--- config.mk ---
export PLATFORM = sky130hd
export DESIGN_NAME = rv32x_div
export DESIGN_NICKNAME = d
export VERILOG_FILES = /design/src/design/rv32x_pkg.sv /design/src/design/rv32x_div.sv
export SDC_FILE = /design/constraint.sdc
export NUM_CORES = 1
export LEC_CHECK = 0
export BUFFER_PORTS_ARGS = -buffer_cell sky130_fd_sc_hd__buf_2
export CAP_MARGIN = 20
export CORE_ASPECT_RATIO = 2
export CORE_MARGIN = 3
export CORE_UTILIZATION = 45
export DETAILED_ROUTE_END_ITERATION = 10
export PLACE_DENSITY = 0.81
export SYNTH_ARGS = -nofsm -noshare
export SYNTH_HDL_FRONTEND = slang
export SYNTH_SLANG_ARGS = --single-unit
--- constraint.sdc ---
create_clock -name clk_i -period 2.8 [get_ports clk_i]
set_input_delay 0.56 -clock clk_i [delete_from_list [all_inputs] [get_ports clk_i]]
set_output_delay 0.56 -clock clk_i [all_outputs]
set_load 0.03 [all_outputs]
--- src/design/rv32x_pkg.sv ---
// ----------------------------------------------------------------------------
// RV32 subset execute package
// Shared widths, opcodes, function codes and result status codes.
// ----------------------------------------------------------------------------
`default_nettype none

package rv32x_pkg;

  localparam int unsigned XLEN = 32;
  localparam int unsigned DATA_MEM_BYTES_DEF = 4096;
  localparam logic [31:0] START_PC_RST = 32'h8000_0000;

  // Major opcodes.
  localparam logic [6:0] OPC_LUI    = 7'b0110111;
  localparam logic [6:0] OPC_AUIPC  = 7'b0010111;
  localparam logic [6:0] OPC_JAL    = 7'b1101111;
  localparam logic [6:0] OPC_JALR   = 7'b1100111;
  localparam logic [6:0] OPC_BRANCH = 7'b1100011;
  localparam logic [6:0] OPC_LOAD   = 7'b0000011;
  localparam logic [6:0] OPC_STORE  = 7'b0100011;
  localparam logic [6:0] OPC_OPIMM  = 7'b0010011;
  localparam logic [6:0] OPC_OP     = 7'b0110011;
  localparam logic [6:0] OPC_SYSTEM = 7'b1110011;

  localparam logic [31:0] INSN_EBREAK = 32'h0010_0073;

  // Function 7 codes of register operations.
  localparam logic [6:0] F7_BASE = 7'b0000000;
  localparam logic [6:0] F7_ALT  = 7'b0100000;
  localparam logic [6:0] F7_MULDIV = 7'b0000001;
  localparam logic [5:0] F6_SRA  = 6'b010000;

  // Function 3 codes.
  localparam logic [2:0] F3_BEQ  = 3'd0;
  localparam logic [2:0] F3_BNE  = 3'd1;
  localparam logic [2:0] F3_BLT  = 3'd4;
  localparam logic [2:0] F3_BGE  = 3'd5;
  localparam logic [2:0] F3_BLTU = 3'd6;
  localparam logic [2:0] F3_BGEU = 3'd7;
  localparam logic [2:0] F3_LH   = 3'd1;
  localparam logic [2:0] F3_LW   = 3'd2;
  localparam logic [2:0] F3_LBU  = 3'd4;
  localparam logic [2:0] F3_SB   = 3'd0;
  localparam logic [2:0] F3_SW   = 3'd2;
  localparam logic [2:0] F3_ADD  = 3'd0;
  localparam logic [2:0] F3_SLL  = 3'd1;
  localparam logic [2:0] F3_SLT  = 3'd2;
  localparam logic [2:0] F3_SLTU = 3'd3;
  localparam logic [2:0] F3_XOR  = 3'd4;
  localparam logic [2:0] F3_SR   = 3'd5;
  localparam logic [2:0] F3_OR   = 3'd6;
  localparam logic [2:0] F3_AND  = 3'd7;
  localparam logic [2:0] F3_MUL  = 3'd0;
  localparam logic [2:0] F3_MULH = 3'd1;
  localparam logic [2:0] F3_DIV  = 3'd4;
  localparam logic [2:0] F3_DIVU = 3'd5;
  localparam logic [2:0] F3_REM  = 3'd6;
  localparam logic [2:0] F3_REMU = 3'd7;

  // Result status codes.
  localparam logic [1:0] ST_EXEC    = 2'd0;
  localparam logic [1:0] ST_EBREAK  = 2'd1;
  localparam logic [1:0] ST_INVALID = 2'd2;
  localparam logic [1:0] ST_IGNORED = 2'd3;

  localparam logic [4:0] REG_A0 = 5'd10;

endpackage

`default_nettype wire

--- src/design/rv32x_div.sv ---
// ----------------------------------------------------------------------------
// RV32 subset shared divider
// Restoring unsigned divider, one quotient bit per cycle.
// ----------------------------------------------------------------------------
`default_nettype none

module rv32x_div (
  input  wire logic                        clk_i,
  input  wire logic                        rst_ni,
  input  wire logic                        start_i,
  input  wire logic [rv32x_pkg::XLEN-1:0]  dividend_i,
  input  wire logic [rv32x_pkg::XLEN-1:0]  divisor_i,
  output logic                             done_o,
  output logic [rv32x_pkg::XLEN-1:0]       quotient_o,
  output logic [rv32x_pkg::XLEN-1:0]       remainder_o
);

  localparam int unsigned W = rv32x_pkg::XLEN;
  localparam int unsigned CW = $clog2(W);

  logic          busy_q;
  logic          done_q;
  logic [CW-1:0] cnt_q;
  logic [W-1:0]  quo_q;
  logic [W-1:0]  rem_q;
  logic [W-1:0]  dvs_q;
  logic [W:0]    trial;
  logic [W+1:0]  diff;

  // One restoring step: shift in the next dividend bit and try a subtract.
  assign trial = {rem_q, quo_q[W-1]};
  assign diff  = {1'b0, trial} - {2'b00, dvs_q};

  // Control and datapath registers.
  always_ff @(posedge clk_i or negedge rst_ni) begin
    if (!rst_ni) begin
      busy_q <= 1'b0;
      done_q <= 1'b0;
      cnt_q  <= '0;
      quo_q  <= '0;
      rem_q  <= '0;
      dvs_q  <= '0;
    end else begin
      done_q <= 1'b0;
      if (start_i) begin
        busy_q <= 1'b1;
        cnt_q  <= '0;
        quo_q  <= dividend_i;
        rem_q  <= '0;
        dvs_q  <= divisor_i;
      end else if (busy_q) begin
        if (!diff[W+1]) begin
          rem_q <= diff[W-1:0];
          quo_q <= {quo_q[W-2:0], 1'b1};
        end else begin
          rem_q <= trial[W-1:0];
          quo_q <= {quo_q[W-2:0], 1'b0};
        end
        cnt_q <= cnt_q + 1'b1;
        if (cnt_q == CW'(W - 1)) begin
          busy_q <= 1'b0;
          done_q <= 1'b1;
        end
      end
    end
  end

  assign done_o      = done_q;
  assign quotient_o  = quo_q;
  assign remainder_o = rem_q;

endmodule

`default_nettype wire

==> flow_summary_export.csv <==
group,metric,value,unit
cts,htree_num_levels,3,
logic_synthesis,synth-edff-count,0,
min_path,hp-class,"input pin to async pin",
logic_synthesis,yosysWarningCount,0,
detailed_routing,drc,0,
critical_path,path_class,"flip-flop to flip-flop",
logic_synthesis,synth-main-ff-cell,"dfrtp_1",
cells_and_area,final_cell_mix,"129 x buf_2, 123 x nand2_1, 94 x dfrtp_1",
floorplanning,die_area,0.0155,mm^2
detailed_routing,postRouteAntennaNets,0,
cts,clockBufferDepth,2,
logic_synthesis,ys_ff_latch,103,
cts,cts_tree,"built",
cells_and_area,diodes,0,
floorplanning,ios,132,
cts,clock_latency,0.36,ns
grt,grt_overflow,0,
cells_and_area,final_util,0.612,
timing,period_minus_slack,2.83,ns
critical_path,crit_fanout,3,
critical_path,worst_ep_arrival_time,3.07,ns
cells_and_area,areaGrowthSynthToFinish,32.0,%
grt,grt_antenna_before_repair,0,
grt,grt_pass1_wl,29.2,mm
cells_and_area,finalInstanceArea,0.00831,mm^2
logic_synthesis,synthesis.instances,724,
logic_synthesis,yosys.area_share.simple,0.166,
cts,clk_pin_slew,0.08,ns
logic_synthesis,synth_top_family_by_area,"compound AO/OA/AOI/OAI gates",
detailed_routing,dr.pass1.iters,6,
logic_synthesis,synth_compound_area_frac,0.210,
detailed_routing,wirelength,17.8,mm
timing,setup_viol,5,
critical_path,crit_path_start_kind,"flip-flop",
timing,worst_slack,-0.0272,ns
timing,hold_violations,0,
floorplanning,initial_core_util,0.463,
pwr,power_per_cell_area,1060,mW/mm^2
timing,max_slew_margin,0.391,
timing,grt_setup_unrepaired,"yes",
detailed_routing,avgRoutedWirePerCell,16.3,um
timing,worst_pin_slew,0.913,ns
critical_path,end_kind,"flip-flop",
pwr,p_leak,4.25,nW
logic_synthesis,synth_xor_area_frac,0.0320,
timing,skew,0.0128,ns
logic_synthesis,synthAdderAreaFrac,0.0707,
logic_synthesis,synth_nets,826,
logic_synthesis,avgSynthCellArea,8.70,um^2
status,failed_checks,"negative setup slack",
detailed_routing,viasPerCell,5.55,
grt,grt_pass1_vias,6245,
logic_synthesis,synthMuxAreaShare,0.0558,
detailed_routing,vias,6084,
cells_and_area,fill_cells,1126,
placement,dpl_cell_area,0.00771,mm^2
logic_synthesis,ys_seq_area_frac,0.409,
placement,port_buffers,131,
floorplanning,die_width,89.6,um
flow_run,drv_cap,0,
grt,grtUsageTotal,0.236,
status,status,"finished, violations left",
logic_synthesis,syn_area,0.00630,mm^2
cts,cts_sinks,103,
timing,fmax,354,MHz
critical_path,cp.required,3.04,ns
floorplanning,core,0.0136,mm^2
cells_and_area,final_common_cell,"buf_2",
logic_synthesis,async_reset_ff_frac,1.00,
cells_and_area,nets,1008,
cts,cts_made_buffers,9,
floorplanning,num_rows,60,
cts,hold_buffers,0,
logic_synthesis,yosysUniqueCellTypes,62,
cells_and_area,drive_gt1_frac,0.325,
timing,timing.final.max_slew_violations,0,
critical_path,reg2regPathDepth,14,
placement,gp_congestion,0.918,
cts,cts-root-buf,"clkbuf_16",
grt,grt_max_degree,102,
pwr,ir_worst_vdd,0.541,mV
detailed_routing,initialDrtViolationCount,228,
floorplanning,dieHeight,173,um
placement,dp_hpwl,12.6,mm
timing,fin_crit_sh,1.01,
-- flip-flops by register name, indices dropped and copies added, names as in the netlist --
| name | count |
|---|---|
| busy_q | 1 |
| cnt_q | 5 |
| done_o | 1 |
| dvs_q | 32 |
| quotient_o | 32 |
| remainder_o | 32 |
-- final cells by class --
| type | instances | area, um^2 | area share |
|---|---|---|---|
| timing repair buffer | 215 | 1320 | 0.159 |
| sequential | 103 | 2590 | 0.312 |
| multi-input combinational | 532 | 3690 | 0.444 |
| clock buffer | 9 | 225 | 0.0271 |
| tap | 186 | 233 | 0.0280 |
| clock inverter | 7 | 75.1 | 0.00903 |
| inverter | 45 | 169 | 0.0203 |
-- critical path, stage by stage (launching register included) --
cell and delay (ns):
dfrtp_2 0.41, inv_2 0.06, ha_4 0.13, inv_2 0.03, fa_2 0.35, a21oi_2 0.15
nand4b_1 0.18, a21oi_2 0.09, or3_4 0.35, a21o_1 0.23, buf_4 0.15, a31oi_4 0.15
o21ai_1 0.11, nor4b_2 0.27, nor3b_2 0.07
-- power by group --
part	switching [mW]	total [mW]	internal, mW
Clock	0.640	1.27	0.631
Sequential	0.248	2.04	1.79
Combinational	3.08	5.46	2.38
-- cells by family (layout without fill, tap and decap cells) --
kind of cell / Yosys count / in the layout
AND/OR/NAND/NOR: 236 / 237
XOR/XNOR: 23 / 23
multiplexers: 35 / 35
flip-flops: 103 / 103
AO/OA/AOI/OAI: 202 / 202
buffers and inverters: 90 / 276
adder cells (fa/ha/maj): 35 / 35
-- Yosys cell counts, types with 2 or more instances --
cell type / instances / area [um^2]
a211oi_1: 7 / 52.6
a21boi_0: 2 / 15.0
a21boi_1: 2 / 15.0
a21o_1: 15 / 113
a21oi_1: 24 / 120
a311oi_1: 25 / 219
a31oi_1: 8 / 50.1
and4_1: 4 / 35.0
buf_1: 3 / 11.3
buf_2: 6 / 30.0
clkbuf_1: 35 / 131
dfrtp_1: 103 / 2580
ha_1: 34 / 425
inv_1: 45 / 169
mux2i_1: 34 / 340
nand2_1: 124 / 465
nand2b_1: 5 / 31.3
nand3_1: 13 / 65.1
nand3b_1: 3 / 22.5
nand4_1: 6 / 37.5
nor2_1: 54 / 203
nor2b_1: 5 / 31.3
nor3_1: 7 / 35.0
nor3b_1: 3 / 22.5
o211ai_1: 5 / 37.5
o21a_1: 8 / 60.1
o21ai_0: 80 / 400
o21ai_1: 2 / 10.0
o21bai_1: 3 / 22.5
o31a_1: 4 / 35.0
o31ai_1: 2 / 15.0
or3b_1: 2 / 17.5
xnor2_1: 16 / 140
xor2_1: 7 / 61.3
-- final timing paths --
kind                                                 start                          end  slack (ns)
worst min-delay path                                rst_ni         dvs_q[7]$_DFFE_PN0P_        0.22
worst max register to register  quotient_o[31]$_DFFE_PN0P_  remainder_o[30]$_DFFE_PN0P_       -0.03
min in group clk_i                          dividend_i[16]   quotient_o[16]$_DFFE_PN0P_        0.40
worst max-delay path            quotient_o[31]$_DFFE_PN0P_  remainder_o[30]$_DFFE_PN0P_       -0.03
max in group asynchronous                           rst_ni  remainder_o[20]$_DFFE_PN0P_        1.83
worst min register to register       dvs_q[20]$_DFFE_PN0P_        dvs_q[20]$_DFFE_PN0P_        0.54
-- routing by layer --
metal	global-route usage	routed length [um]
met4	0.120	958
met1	0.264	6350
met5	0	0
met2	0.414	9750
met3	0.0366	790
-- timing repair --
action,4_1_cts,5_1_grt
buffers inserted,8,4
resized for setup,12,35
cloned,1,0
setup endpoints to repair,8,28
pin swaps,15,23
-- metrics by stage --
| step | instances | TNS, ns | setup slack, ns | power [mW] | hold slack (ns) |
|---|---|---|---|---|---|
| global placement | 1069 | -0.107 | -0.0367 | 6.84 | 0.510 |
| finish | 1097 | -0.116 | -0.0272 | 8.77 | 0.218 |
| floorplan | 724 | -0.0576 | -0.0576 | 5.24 | 0.264 |
| CTS | 1094 | -0.0669 | -0.0345 | 8.43 | 0.232 |
| global route | 1097 | -1.08 | -0.185 | 9.34 | 0.261 |
| detailed placement | 1069 | -0.324 | -0.0840 | 6.91 | 0.527 |
Note: power is estimated with default switching activity, not from simulation.
